[src/rtl/lutf_pkg.sv]
package lutf_pkg;

  typedef enum logic [1:0] {
    ENC_ISO   = 2'd0,
    ENC_MAC   = 2'd1,
    ENC_UTF8  = 2'd2,
    ENC_SPARE = 2'd3
  } enc_t;

  typedef enum logic [1:0] {
    KIND_ASCII = 2'd0,
    KIND_TABLE = 2'd1,
    KIND_ERROR = 2'd2
  } kind_t;

  localparam logic [7:0] QMARK = 8'h3F;
  localparam logic [1:0] REG_SOURCE_ENCODING = 2'd0;
  localparam int unsigned RowCount = 97;
  localparam int unsigned HiRow = 65;

  typedef logic [6:0] row_t;

  // MacRoman code to table row; bit 7 of the result flags a hit.
  function automatic logic [7:0] mac_to_row(input logic [7:0] code);
    logic [7:0] res;
    res = 8'h00;
    case (code)
      8'h7f: res = {1'b1, 7'd0};
      8'hca: res = {1'b1, 7'd1};  8'hc1: res = {1'b1, 7'd2};
      8'ha2: res = {1'b1, 7'd3};  8'ha3: res = {1'b1, 7'd4};
      8'hdb: res = {1'b1, 7'd5};  8'hb4: res = {1'b1, 7'd6};
      8'ha4: res = {1'b1, 7'd8};  8'hac: res = {1'b1, 7'd9};
      8'ha9: res = {1'b1, 7'd10}; 8'hbb: res = {1'b1, 7'd11};
      8'hc7: res = {1'b1, 7'd12}; 8'hc2: res = {1'b1, 7'd13};
      8'hd1: res = {1'b1, 7'd14}; 8'ha8: res = {1'b1, 7'd15};
      8'ha1: res = {1'b1, 7'd17}; 8'hb1: res = {1'b1, 7'd18};
      8'hd5: res = {1'b1, 7'd21}; 8'hb5: res = {1'b1, 7'd22};
      8'ha6: res = {1'b1, 7'd23}; 8'he1: res = {1'b1, 7'd24};
      8'hfc: res = {1'b1, 7'd25}; 8'hbc: res = {1'b1, 7'd27};
      8'hc8: res = {1'b1, 7'd28}; 8'hc0: res = {1'b1, 7'd32};
      8'hcb: res = {1'b1, 7'd33}; 8'he7: res = {1'b1, 7'd34};
      8'he5: res = {1'b1, 7'd35}; 8'hcc: res = {1'b1, 7'd36};
      8'h80: res = {1'b1, 7'd37}; 8'h81: res = {1'b1, 7'd38};
      8'hae: res = {1'b1, 7'd39}; 8'h82: res = {1'b1, 7'd40};
      8'he9: res = {1'b1, 7'd41}; 8'h83: res = {1'b1, 7'd42};
      8'he6: res = {1'b1, 7'd43}; 8'he8: res = {1'b1, 7'd44};
      8'hed: res = {1'b1, 7'd45}; 8'hea: res = {1'b1, 7'd46};
      8'heb: res = {1'b1, 7'd47}; 8'hec: res = {1'b1, 7'd48};
      8'h84: res = {1'b1, 7'd50}; 8'hf1: res = {1'b1, 7'd51};
      8'hee: res = {1'b1, 7'd52}; 8'hef: res = {1'b1, 7'd53};
      8'hcd: res = {1'b1, 7'd54}; 8'h85: res = {1'b1, 7'd55};
      8'haf: res = {1'b1, 7'd57}; 8'hf4: res = {1'b1, 7'd58};
      8'hf2: res = {1'b1, 7'd59}; 8'hf3: res = {1'b1, 7'd60};
      8'h86: res = {1'b1, 7'd61}; 8'ha7: res = {1'b1, 7'd64};
      8'h88: res = {1'b1, 7'd65}; 8'h87: res = {1'b1, 7'd66};
      8'h89: res = {1'b1, 7'd67}; 8'h8b: res = {1'b1, 7'd68};
      8'h8a: res = {1'b1, 7'd69}; 8'h8c: res = {1'b1, 7'd70};
      8'hbe: res = {1'b1, 7'd71}; 8'h8d: res = {1'b1, 7'd72};
      8'h8f: res = {1'b1, 7'd73}; 8'h8e: res = {1'b1, 7'd74};
      8'h90: res = {1'b1, 7'd75}; 8'h91: res = {1'b1, 7'd76};
      8'h93: res = {1'b1, 7'd77}; 8'h92: res = {1'b1, 7'd78};
      8'h94: res = {1'b1, 7'd79}; 8'h95: res = {1'b1, 7'd80};
      8'h96: res = {1'b1, 7'd82}; 8'h98: res = {1'b1, 7'd83};
      8'h97: res = {1'b1, 7'd84}; 8'h99: res = {1'b1, 7'd85};
      8'h9b: res = {1'b1, 7'd86}; 8'h9a: res = {1'b1, 7'd87};
      8'hd6: res = {1'b1, 7'd88}; 8'hbf: res = {1'b1, 7'd89};
      8'h9d: res = {1'b1, 7'd90}; 8'h9c: res = {1'b1, 7'd91};
      8'h9e: res = {1'b1, 7'd92}; 8'h9f: res = {1'b1, 7'd93};
      8'hd8: res = {1'b1, 7'd96};
      // Code 0x00 appears in unused rows but byte0 is always at least 0x80 here.
      default: res = 8'h00;
    endcase
    return res;
  endfunction

  function automatic logic [7:0] row_asm(input row_t r);
    logic [7:0] res;
    res = 8'h00;
    if (r <= 7'd1) begin
      res = 8'h7F;
    end else if (r >= 7'(HiRow)) begin
      case (5'(r - 7'(HiRow)))
        5'd0:  res = 8'h84; 5'd1:  res = 8'h81; 5'd2:  res = 8'h82;
        5'd4:  res = 8'h83; 5'd7:  res = 8'h80; 5'd8:  res = 8'h88;
        5'd9:  res = 8'h85; 5'd10: res = 8'h86; 5'd11: res = 8'h87;
        5'd14: res = 8'h89; 5'd15: res = 8'h8a; 5'd20: res = 8'h8b;
        5'd22: res = 8'h8c; 5'd25: res = 8'h8f; 5'd27: res = 8'h8d;
        5'd28: res = 8'h8e;
        default: res = 8'h00;
      endcase
    end
    return res;
  endfunction

  function automatic logic [15:0] row_acc(input row_t r);
    logic [15:0] res;
    res = 16'h3F00;
    if (r == 7'd0) begin
      res = 16'h7F00;
    end else if (r >= 7'(HiRow)) begin
      case (5'(r - 7'(HiRow)))
        5'd0:  res = 16'h4161; 5'd1:  res = 16'h4261; 5'd2:  res = 16'h4361;
        5'd4:  res = 16'h4861; 5'd7:  res = 16'h4B63; 5'd8:  res = 16'h4165;
        5'd9:  res = 16'h4265; 5'd10: res = 16'h4365; 5'd11: res = 16'h4865;
        5'd14: res = 16'h4369; 5'd15: res = 16'h4869; 5'd20: res = 16'h436F;
        5'd22: res = 16'h486F; 5'd25: res = 16'h4175; 5'd27: res = 16'h4375;
        5'd28: res = 16'h4875;
        default: res = 16'h3F00;
      endcase
    end
    return res;
  endfunction

endpackage

[src/rtl/lutf_if.sv]
interface lutf_in_if;
  logic       valid;
  logic       ready;
  logic [7:0] byte0;
  logic [7:0] byte1;
  logic [7:0] byte2;
  logic [7:0] byte3;
  modport source (output valid, byte0, byte1, byte2, byte3, input ready);
  modport sink (input valid, byte0, byte1, byte2, byte3, output ready);
endinterface

interface lutf_out_if;
  logic        valid;
  logic        ready;
  logic [7:0]  asm_char;
  logic [15:0] accent_pair;
  logic [1:0]  char_kind;
  logic [2:0]  bytes_used;
  modport source (output valid, asm_char, accent_pair, char_kind, bytes_used, input ready);
  modport sink (input valid, asm_char, accent_pair, char_kind, bytes_used, output ready);
endinterface

[src/rtl/latin_utf8_char_transcoder.sv]
// Latin / UTF-8 character transcoder.
// The input channel carries a beat with a four-byte look-ahead window; the
// output channel returns one beat per input beat holding the assembler code,
// the two-letter accent code, the character kind and the bytes consumed.
// The source encoding (ISO-8859-1, MacRoman, UTF-8) is set through the APB
// register at address 0 and should be changed only while the block is idle.
// Decoding is a single pass of table logic between the input beat and the
// result register, which loads as the beat is taken; one beat can be taken
// in every cycle unless the receiver stalls. The result register is the only
// stage: in.ready is high while it is empty or being drained in the same cycle.
// When the receiver stalls the result is held steady and the input is held
// off until it is taken. Reset empties the result register and sets the
// encoding to ISO-8859-1.
module latin_utf8_char_transcoder
  import lutf_pkg::*;
(
  input  logic        clk,
  input  logic        rst_n,
  lutf_in_if.sink     in_ch,
  lutf_out_if.source  out_ch,
  input  logic        cfg_psel,
  input  logic        cfg_penable,
  input  logic        cfg_pwrite,
  input  logic [1:0]  cfg_paddr,
  input  logic [31:0] cfg_pwdata,
  output logic [31:0] cfg_prdata,
  output logic        cfg_pready
);

  enc_t        enc_r;
  logic        vld_r;
  logic [7:0]  asm_r;
  logic [15:0] acc_r;
  kind_t       kind_r;
  logic [2:0]  used_r;

  logic        found;
  row_t        row;
  logic [7:0]  asm_nxt;
  logic [15:0] acc_nxt;
  kind_t       kind_nxt;
  logic [2:0]  used_nxt;
  logic [7:0]  mac_hit;
  logic [7:0]  b0, b1, b2, b3;
  logic        take;

  assign cfg_pready = 1'b1;
  assign cfg_prdata = {30'd0, enc_r};
  assign b0 = in_ch.byte0;
  assign b1 = in_ch.byte1;
  assign b2 = in_ch.byte2;
  assign b3 = in_ch.byte3;
  assign mac_hit = mac_to_row(b0);

  always_comb begin
    found    = 1'b0;
    row      = '0;
    used_nxt = 3'd1;
    kind_nxt = KIND_ERROR;
    asm_nxt  = QMARK;
    acc_nxt  = {8'h00, QMARK};
    if (b0 >= 8'h20 && b0 <= 8'h7F) begin
      kind_nxt = KIND_ASCII;
      asm_nxt  = b0;
      acc_nxt  = {8'h00, b0};
    end else if ((enc_r == ENC_ISO || enc_r == ENC_MAC) && b0[7] &&
                 b1 != 8'h00 && !b1[7]) begin
      if (enc_r == ENC_ISO) begin
        if (b0 >= 8'hA0) begin
          found = 1'b1;
          row   = 7'(b0 - 8'h9F);
        end
      end else begin
        found = mac_hit[7];
        row   = mac_hit[6:0];
      end
    end else if (enc_r == ENC_UTF8 && b0 >= 8'hC2 && b0 <= 8'hF4 && b1[7]) begin
      used_nxt = 3'd2;
      if (b0 >= 8'hE0 && b2[7]) begin
        used_nxt = 3'd3;
        if (b0 >= 8'hF0 && b3[7]) used_nxt = 3'd4;
      end
      // Only two-byte C2/C3 forms and the three-byte block character exist.
      if (used_nxt == 3'd2 && b0 == 8'hC2 && b1 >= 8'hA0 && b1 <= 8'hBF) begin
        found = 1'b1;
        row   = 7'(b1 - 8'h9F);
      end else if (used_nxt == 3'd2 && b0 == 8'hC3 && b1 <= 8'hBF) begin
        found = 1'b1;
        row   = 7'(b1 - 8'h5F);
      end else if (used_nxt == 3'd3 && b0 == 8'hE2 && b1 == 8'h96 && b2 == 8'h88) begin
        found = 1'b1;
        row   = '0;
      end
    end
    if (found) begin
      kind_nxt = KIND_TABLE;
      asm_nxt  = row_asm(row);
      acc_nxt  = row_acc(row);
    end
  end

  assign in_ch.ready = !vld_r || out_ch.ready;
  assign take = in_ch.valid && in_ch.ready;

  always_ff @(posedge clk) begin
    if (!rst_n) begin
      enc_r <= ENC_ISO;
      vld_r <= 1'b0;
    end else begin
      if (cfg_psel && cfg_penable && cfg_pwrite && cfg_paddr == REG_SOURCE_ENCODING) begin
        enc_r <= enc_t'(cfg_pwdata[1:0]);
      end
      if (take) vld_r <= 1'b1;
      else if (out_ch.ready) vld_r <= 1'b0;
    end
  end

  always_ff @(posedge clk) begin
    if (take) begin
      asm_r  <= asm_nxt;
      acc_r  <= acc_nxt;
      kind_r <= kind_nxt;
      used_r <= used_nxt;
    end
  end

  assign out_ch.valid       = vld_r;
  assign out_ch.asm_char    = asm_r;
  assign out_ch.accent_pair = acc_r;
  assign out_ch.char_kind   = kind_r;
  assign out_ch.bytes_used  = used_r;

`ifndef SYNTHESIS
  a_used_range: assert property (@(posedge clk) disable iff (!rst_n)
    vld_r |-> (used_r >= 3'd1 && used_r <= 3'd4))
    else $error("bytes_used out of range");
  a_ascii_one: assert property (@(posedge clk) disable iff (!rst_n)
    (vld_r && kind_r == KIND_ASCII) |-> (used_r == 3'd1 && acc_r[15:8] == 8'h00))
    else $error("ascii result malformed");
  a_hold: assert property (@(posedge clk) disable iff (!rst_n)
    (vld_r && !out_ch.ready) |=> (vld_r && $stable(asm_r) && $stable(used_r)))
    else $error("stalled result changed");
  a_error_q: assert property (@(posedge clk) disable iff (!rst_n)
    (vld_r && kind_r == KIND_ERROR) |-> asm_r == QMARK)
    else $error("error result not question mark");
`endif

endmodule

[src/flat_wrapper.sv]
// flat-port wrapper written by rule: the top's interface ports become plain ports
module latin_utf8_char_transcoder_flat import lutf_pkg::*;
  (clk, rst_n, cfg_psel, cfg_penable, cfg_pwrite, cfg_paddr, cfg_pwdata, cfg_prdata, cfg_pready, in_ch_valid, in_ch_byte0, in_ch_byte1, in_ch_byte2, in_ch_byte3, in_ch_ready, out_ch_valid, out_ch_asm_char, out_ch_accent_pair, out_ch_char_kind, out_ch_bytes_used, out_ch_ready);
  lutf_in_if in_ch_i ();
  lutf_out_if out_ch_i ();
  input  logic clk;
  input  logic rst_n;
  input  logic cfg_psel;
  input  logic cfg_penable;
  input  logic cfg_pwrite;
  input  logic [1:0] cfg_paddr;
  input  logic [31:0] cfg_pwdata;
  output logic [31:0] cfg_prdata;
  output logic cfg_pready;
  input wire logic [$bits(in_ch_i.valid)-1:0] in_ch_valid;
  input wire logic [$bits(in_ch_i.byte0)-1:0] in_ch_byte0;
  input wire logic [$bits(in_ch_i.byte1)-1:0] in_ch_byte1;
  input wire logic [$bits(in_ch_i.byte2)-1:0] in_ch_byte2;
  input wire logic [$bits(in_ch_i.byte3)-1:0] in_ch_byte3;
  output wire logic [$bits(in_ch_i.ready)-1:0] in_ch_ready;
  output wire logic [$bits(out_ch_i.valid)-1:0] out_ch_valid;
  output wire logic [$bits(out_ch_i.asm_char)-1:0] out_ch_asm_char;
  output wire logic [$bits(out_ch_i.accent_pair)-1:0] out_ch_accent_pair;
  output wire logic [$bits(out_ch_i.char_kind)-1:0] out_ch_char_kind;
  output wire logic [$bits(out_ch_i.bytes_used)-1:0] out_ch_bytes_used;
  input wire logic [$bits(out_ch_i.ready)-1:0] out_ch_ready;
  assign in_ch_i.valid = in_ch_valid;
  assign in_ch_i.byte0 = in_ch_byte0;
  assign in_ch_i.byte1 = in_ch_byte1;
  assign in_ch_i.byte2 = in_ch_byte2;
  assign in_ch_i.byte3 = in_ch_byte3;
  assign in_ch_ready = in_ch_i.ready;
  assign out_ch_valid = out_ch_i.valid;
  assign out_ch_asm_char = out_ch_i.asm_char;
  assign out_ch_accent_pair = out_ch_i.accent_pair;
  assign out_ch_char_kind = out_ch_i.char_kind;
  assign out_ch_bytes_used = out_ch_i.bytes_used;
  assign out_ch_i.ready = out_ch_ready;
  latin_utf8_char_transcoder u_core (.clk(clk), .rst_n(rst_n), .in_ch(in_ch_i), .out_ch(out_ch_i), .cfg_psel(cfg_psel), .cfg_penable(cfg_penable), .cfg_pwrite(cfg_pwrite), .cfg_paddr(cfg_paddr), .cfg_pwdata(cfg_pwdata), .cfg_prdata(cfg_prdata), .cfg_pready(cfg_pready));
endmodule
[config.mk]
export PLATFORM = sky130hd
export DESIGN_NAME = latin_utf8_char_transcoder_flat
export DESIGN_NICKNAME = d
export VERILOG_FILES = /design/src/rtl/lutf_pkg.sv /design/src/rtl/lutf_if.sv /design/src/rtl/latin_utf8_char_transcoder.sv /design/src/flat_wrapper.sv
export SDC_FILE = /design/constraint.sdc
export NUM_CORES = 1
export LEC_CHECK = 0
export BUFFER_PORTS_ARGS = -buffer_cell sky130_fd_sc_hd__buf_2
export CAP_MARGIN = 10
export CORE_MARGIN = 10
export CORE_UTILIZATION = 38
export DETAILED_ROUTE_END_ITERATION = 12
export GPL_TIMING_DRIVEN = 0
export PLACE_DENSITY = 0.66
export SYNTH_ARGS = -nofsm -noshare
export SYNTH_HDL_FRONTEND = slang
export SYNTH_SLANG_ARGS = --single-unit
[constraint.sdc]
create_clock -name clk -period 5.25 [get_ports clk]
set_input_delay 1.05 -clock clk [delete_from_list [all_inputs] [get_ports clk]]
set_output_delay 1.05 -clock clk [all_outputs]
set_load 0.005 [all_outputs]
==> insert_results.sql <==
INSERT INTO impl_metrics (metric_group, metric, value, unit) VALUES
('run_status', 'run_status', 'finished, final reports clean', ''),
('clocking', 'cts_htree_levels', '2', ''),
('worst_setup_path', 'path_delay_family', 'compound AO/OA/AOI/OAI gates', ''),
('global_routing', 'vias_in_the_first_global_route', '4794', ''),
('drt', 'via_count', '4945', ''),
('worst_setup_path', 'r2r_start', 'u_core.enc_r[0]$_SDFFE_PN0P_', ''),
('worst_setup_path', 'critPathMaxFanout', '10', ''),
('flow_run', 'drv.max_cap_violation_count', '0', ''),
('logic_synthesis', 'yosys.area.top_type', 'sky130_fd_sc_hd__edfxtp_1', ''),
('worst_setup_path', 'timing_worst_setup_path_type', 'input pin to register', ''),
('die', 'core.rowCount', '39', ''),
('global_routing', 'antenna_violations_before_repair', '0', ''),
('clocking', 'clockRootBuffer', 'sky130_fd_sc_hd__clkbuf_16', ''),
('sta', 'report.final.hold_viol_count', '0', ''),
('die', 'floorplan.core_area', '11520', 'sq um'),
('power', 'leakage', '2.273', 'nW'),
('placed_design', 'gp_routability_congestion', '0.9865', ''),
('drt', 'drt_iter0_markers', '729', ''),
('global_routing', 'grt_first_pass_wirelength', '26.52', 'mm'),
('die', 'die_height', '128.7', 'um'),
('worst_setup_path', 'critPathCaptureType', 'register', ''),
('global_routing', 'global_route.overflow_total', '0', ''),
('logic_synthesis', 'synth-xor-area-share', '2.896', '%'),
('clocking', 'cts_num_sinks', '29', ''),
('finish', 'finalInstanceArea', '5538', 'sq um'),
('logic_synthesis', 'ys_types', '98', ''),
('placed_design', 'dpl.hpwl', '13.08', 'mm'),
('logic_synthesis', 'syn_inst', '558', ''),
('logic_synthesis', 'total_of_flip_flops_plus_latches_after_synthesis', '29', ''),
('worst_setup_path', 'setup.worst_path.start_class', 'input pin', ''),
('sta', 'achievable-frequency', '199.2', 'MHz'),
('global_routing', 'grt_start_max_net_pins', '27', ''),
('power', 'vdd.ir_drop.worst', '0.0001286', 'V'),
('clocking', 'worstSkewPairLatency', '0.27', 'ns'),
('drt', 'drt_first_pass_iters', '5', ''),
('worst_setup_path', 'worst_ep_arrival_time', '5.08', 'ns'),
('logic_synthesis', 'most_frequent_cells_after_synthesis', 'sky130_fd_sc_hd__buf_4, sky130_fd_sc_hd__nand2_1, sky130_fd_sc_hd__nor2_1, sky130_fd_sc_hd__o21ai_0, sky130_fd_sc_hd__edfxtp_1', ''),
('sta', 'layout_worst_path_cycle_share', '95.64', '%'),
('logic_synthesis', 'post_synth.cell_area_avg', '8.052', 'sq um'),
('logic_synthesis', 'synth-edff-count', '26', ''),
('worst_hold_path', 'worstHoldStart', 'u_core.out_ch.valid$_SDFFE_PN0P_', ''),
('clocking', 'tritoncts', 'built', ''),
('logic_synthesis', 'synth.top_cell.area_share', '17.38', '%'),
('power', 'powerDensity', '189.9', 'nW/um^2'),
('sta', 'fin_skew', '0.004890', 'ns'),
('drt', 'number_of_remaining_drc_errors', '0', ''),
('placed_design', 'port_buffer_cells', '65', ''),
('sta', 'finalSetupViolCount', '0', ''),
('clocking', 'cts.hold.buffers_added', '0', ''),
('worst_setup_path', 'crit_path_cell_chain', 'buf_2 -> buf_4 -> clkinvlp_4 -> ha_2 -> clkbuf_4 -> mux4_2 -> nor3_4 -> nor4_4 -> o21a_4 -> nor2_4 -> ha_4 -> buf_4 -> clkbuf_1 -> o21ai_0 -> o31ai_1 -> a32oi_1 -> o311ai_1', ''),
('sta', 'drv_slew', '0', ''),
('sta', 'timing.setup.tns', '0', 'ns'),
('die', 'die-area', '16570', 'sq um'),
('drt', 'routed_wirelength', '17.36', 'mm'),
('finish', 'area_delta_synth_final', '23.25', '%'),
('placed_design', 'dpl_cell_area', '5114', 'sq um'),
('drt', 'route.detailed.wl_per_inst', '21.17', 'um'),
('clocking', 'cts_buffers', '5', ''),
('drt', 'postRouteAntennaNets', '0', ''),
('worst_setup_path', 'slowest_stage', 'sky130_fd_sc_hd__mux4_2', ''),
('finish', 'drive_above_1_share', '32.35', '%'),
('worst_setup_path', 'worst-path-buf-inv', '6', ''),
('sta', 'layout_min_cycle_time', '5.021', 'ns'),
('worst_setup_path', 'critical_path.most_common_cell', 'sky130_fd_sc_hd__buf_4', ''),
('sta', 'max-slew-margin-rel', '27.60', '%'),
('logic_synthesis', 'synth_fa_ha_area_share', '4.734', '%'),
('logic_synthesis', 'synthMostInstantiatedCell', 'sky130_fd_sc_hd__buf_4', ''),
('finish', 'nets_final', '766', ''),
('sta', 'unrepaired_setup_endpoints_after_global_routing', 'no', ''),
('sta', 'max_slew.worst_pin.slew', '1.086', 'ns'),
('die', 'die_width', '128.7', 'um');
-- where the power goes --
group / leakage [nW] / total, W / internal [W] / switching [W]
clock network: 0.0938 / 0.000364 / 0.000270 / 0.0000940
logic: 1.91 / 0.000414 / 0.000165 / 0.000248
registers: 0.271 / 0.000274 / 0.000270 / 0.00000371
-- cells in the final DEF (no fill, tap or decap), types with 7 or more instances in the layout --
| master | n |
|---|---|
| sky130_fd_sc_hd__a211oi_1 | 8 |
| sky130_fd_sc_hd__a21oi_1 | 23 |
| sky130_fd_sc_hd__nand3_1 | 18 |
| sky130_fd_sc_hd__buf_2 | 78 |
| sky130_fd_sc_hd__o211ai_1 | 12 |
| sky130_fd_sc_hd__conb_1 | 33 |
| sky130_fd_sc_hd__a31oi_1 | 11 |
| sky130_fd_sc_hd__and3_1 | 8 |
| sky130_fd_sc_hd__mux2i_1 | 12 |
| sky130_fd_sc_hd__nor2b_1 | 25 |
| sky130_fd_sc_hd__nand2_1 | 40 |
| sky130_fd_sc_hd__nand4_1 | 11 |
| sky130_fd_sc_hd__nor2_1 | 30 |
| sky130_fd_sc_hd__edfxtp_1 | 26 |
| sky130_fd_sc_hd__ha_1 | 14 |
| sky130_fd_sc_hd__o21ai_0 | 30 |
| sky130_fd_sc_hd__nand2b_1 | 8 |
| sky130_fd_sc_hd__o21ai_1 | 8 |
| sky130_fd_sc_hd__inv_1 | 15 |
| sky130_fd_sc_hd__xnor2_1 | 10 |
| sky130_fd_sc_hd__buf_4 | 60 |
| sky130_fd_sc_hd__o21a_1 | 7 |
| sky130_fd_sc_hd__buf_6 | 9 |
-- state kept, by name (all words and copies together), names as in the netlist --
name                       count
u_core.out_ch.accent_pair     13
u_core.out_ch.asm_char         8
u_core.out_ch.char_kind        2
u_core.enc_r                   2
u_core.out_ch.valid            1
u_core.out_ch.bytes_used       3
-- worst reg2reg max path: cells and delay by family (launching register included) --
family	cells	cell delay, ns
AOI/OAI and AO/OA	8	1.86
adders and majority gates	1	0.19
buffers and inverters	3	0.67
DFF	1	0.40
and+or+nand+nor	1	0.47
-- cells by family after synthesis --
| family | count (synthesis) |
|---|---|
| flops | 29 |
| compound gates | 182 |
| xor+xnor | 14 |
| buf+inv | 99 |
| simple gates | 199 |
| other cells | 2 |
| mux | 16 |
| fa+ha+maj | 17 |
-- layer usage --
metal | wire [um] | up-vias | global-route usage, % | share of wire [%]
met1 | 7512 | 2285 | 27.37 | 43
li1 | - | 2281 | - | -
met3 | 2196 | 50 | 5.133 | 13
met5 | 0 | - | 0 | 0
met2 | 7178 | 329 | 29.19 | 41
met4 | 474 | 0 | 6.355 | 2.7
-- worst paths after layout --
check / slack [ns] / endpoint / cells after the start
worst min register to register: 0.53 / u_core.out_ch.valid$_SDFFE_PN0P_ / 2
worst max-delay path: 0.23 / u_core.out_ch.asm_char[0]$_DFFE_PP_ / 17
worst min-delay path: 0.53 / u_core.out_ch.valid$_SDFFE_PN0P_ / 2
worst max register to register: 1.46 / u_core.out_ch.asm_char[0]$_DFFE_PP_ / 13
-- through the flow --
stage,setup slack (ns),std cells,total power [W],util (%)
2_1_floorplan,0.2712,589,0.0005389,-
3_3_place_gp,-1.464,797,0.0006563,44.40
3_5_place_dp,-1.277,797,0.0006538,44.40
4_1_cts,0.04765,806,0.001021,46.49
5_1_grt,0.03352,820,0.001096,48.09
6_report,0.2291,820,0.001052,48.09
-- repair_timing --
| action | in CTS | in global routing |
|---|---|---|
| buffers inserted | 2 | 15 |
| endpoints found under the hold margin | 0 | 0 |
| pin swaps | 1 | 5 |
| setup endpoints to repair | 17 | 17 |
| cloned | 0 | 0 |
| resized for setup | 12 | 17 |
-- area by class of cell --
| cell class | instances | area [sq um] | area share [%] |
|---|---|---|---|
| sequential | 29 | 840.8 | 15.18 |
| tap | 143 | 178.9 | 3.231 |
| clock buffer | 5 | 125.1 | 2.259 |
| buffer | 75 | 536.8 | 9.693 |
| inverter | 22 | 90.09 | 1.627 |
| multi-input combinational | 461 | 3248 | 58.65 |
| timing repair buffer | 82 | 452.9 | 8.179 |
| clock inverter | 3 | 65.06 | 1.175 |
(Power assumes the default switching activity.)
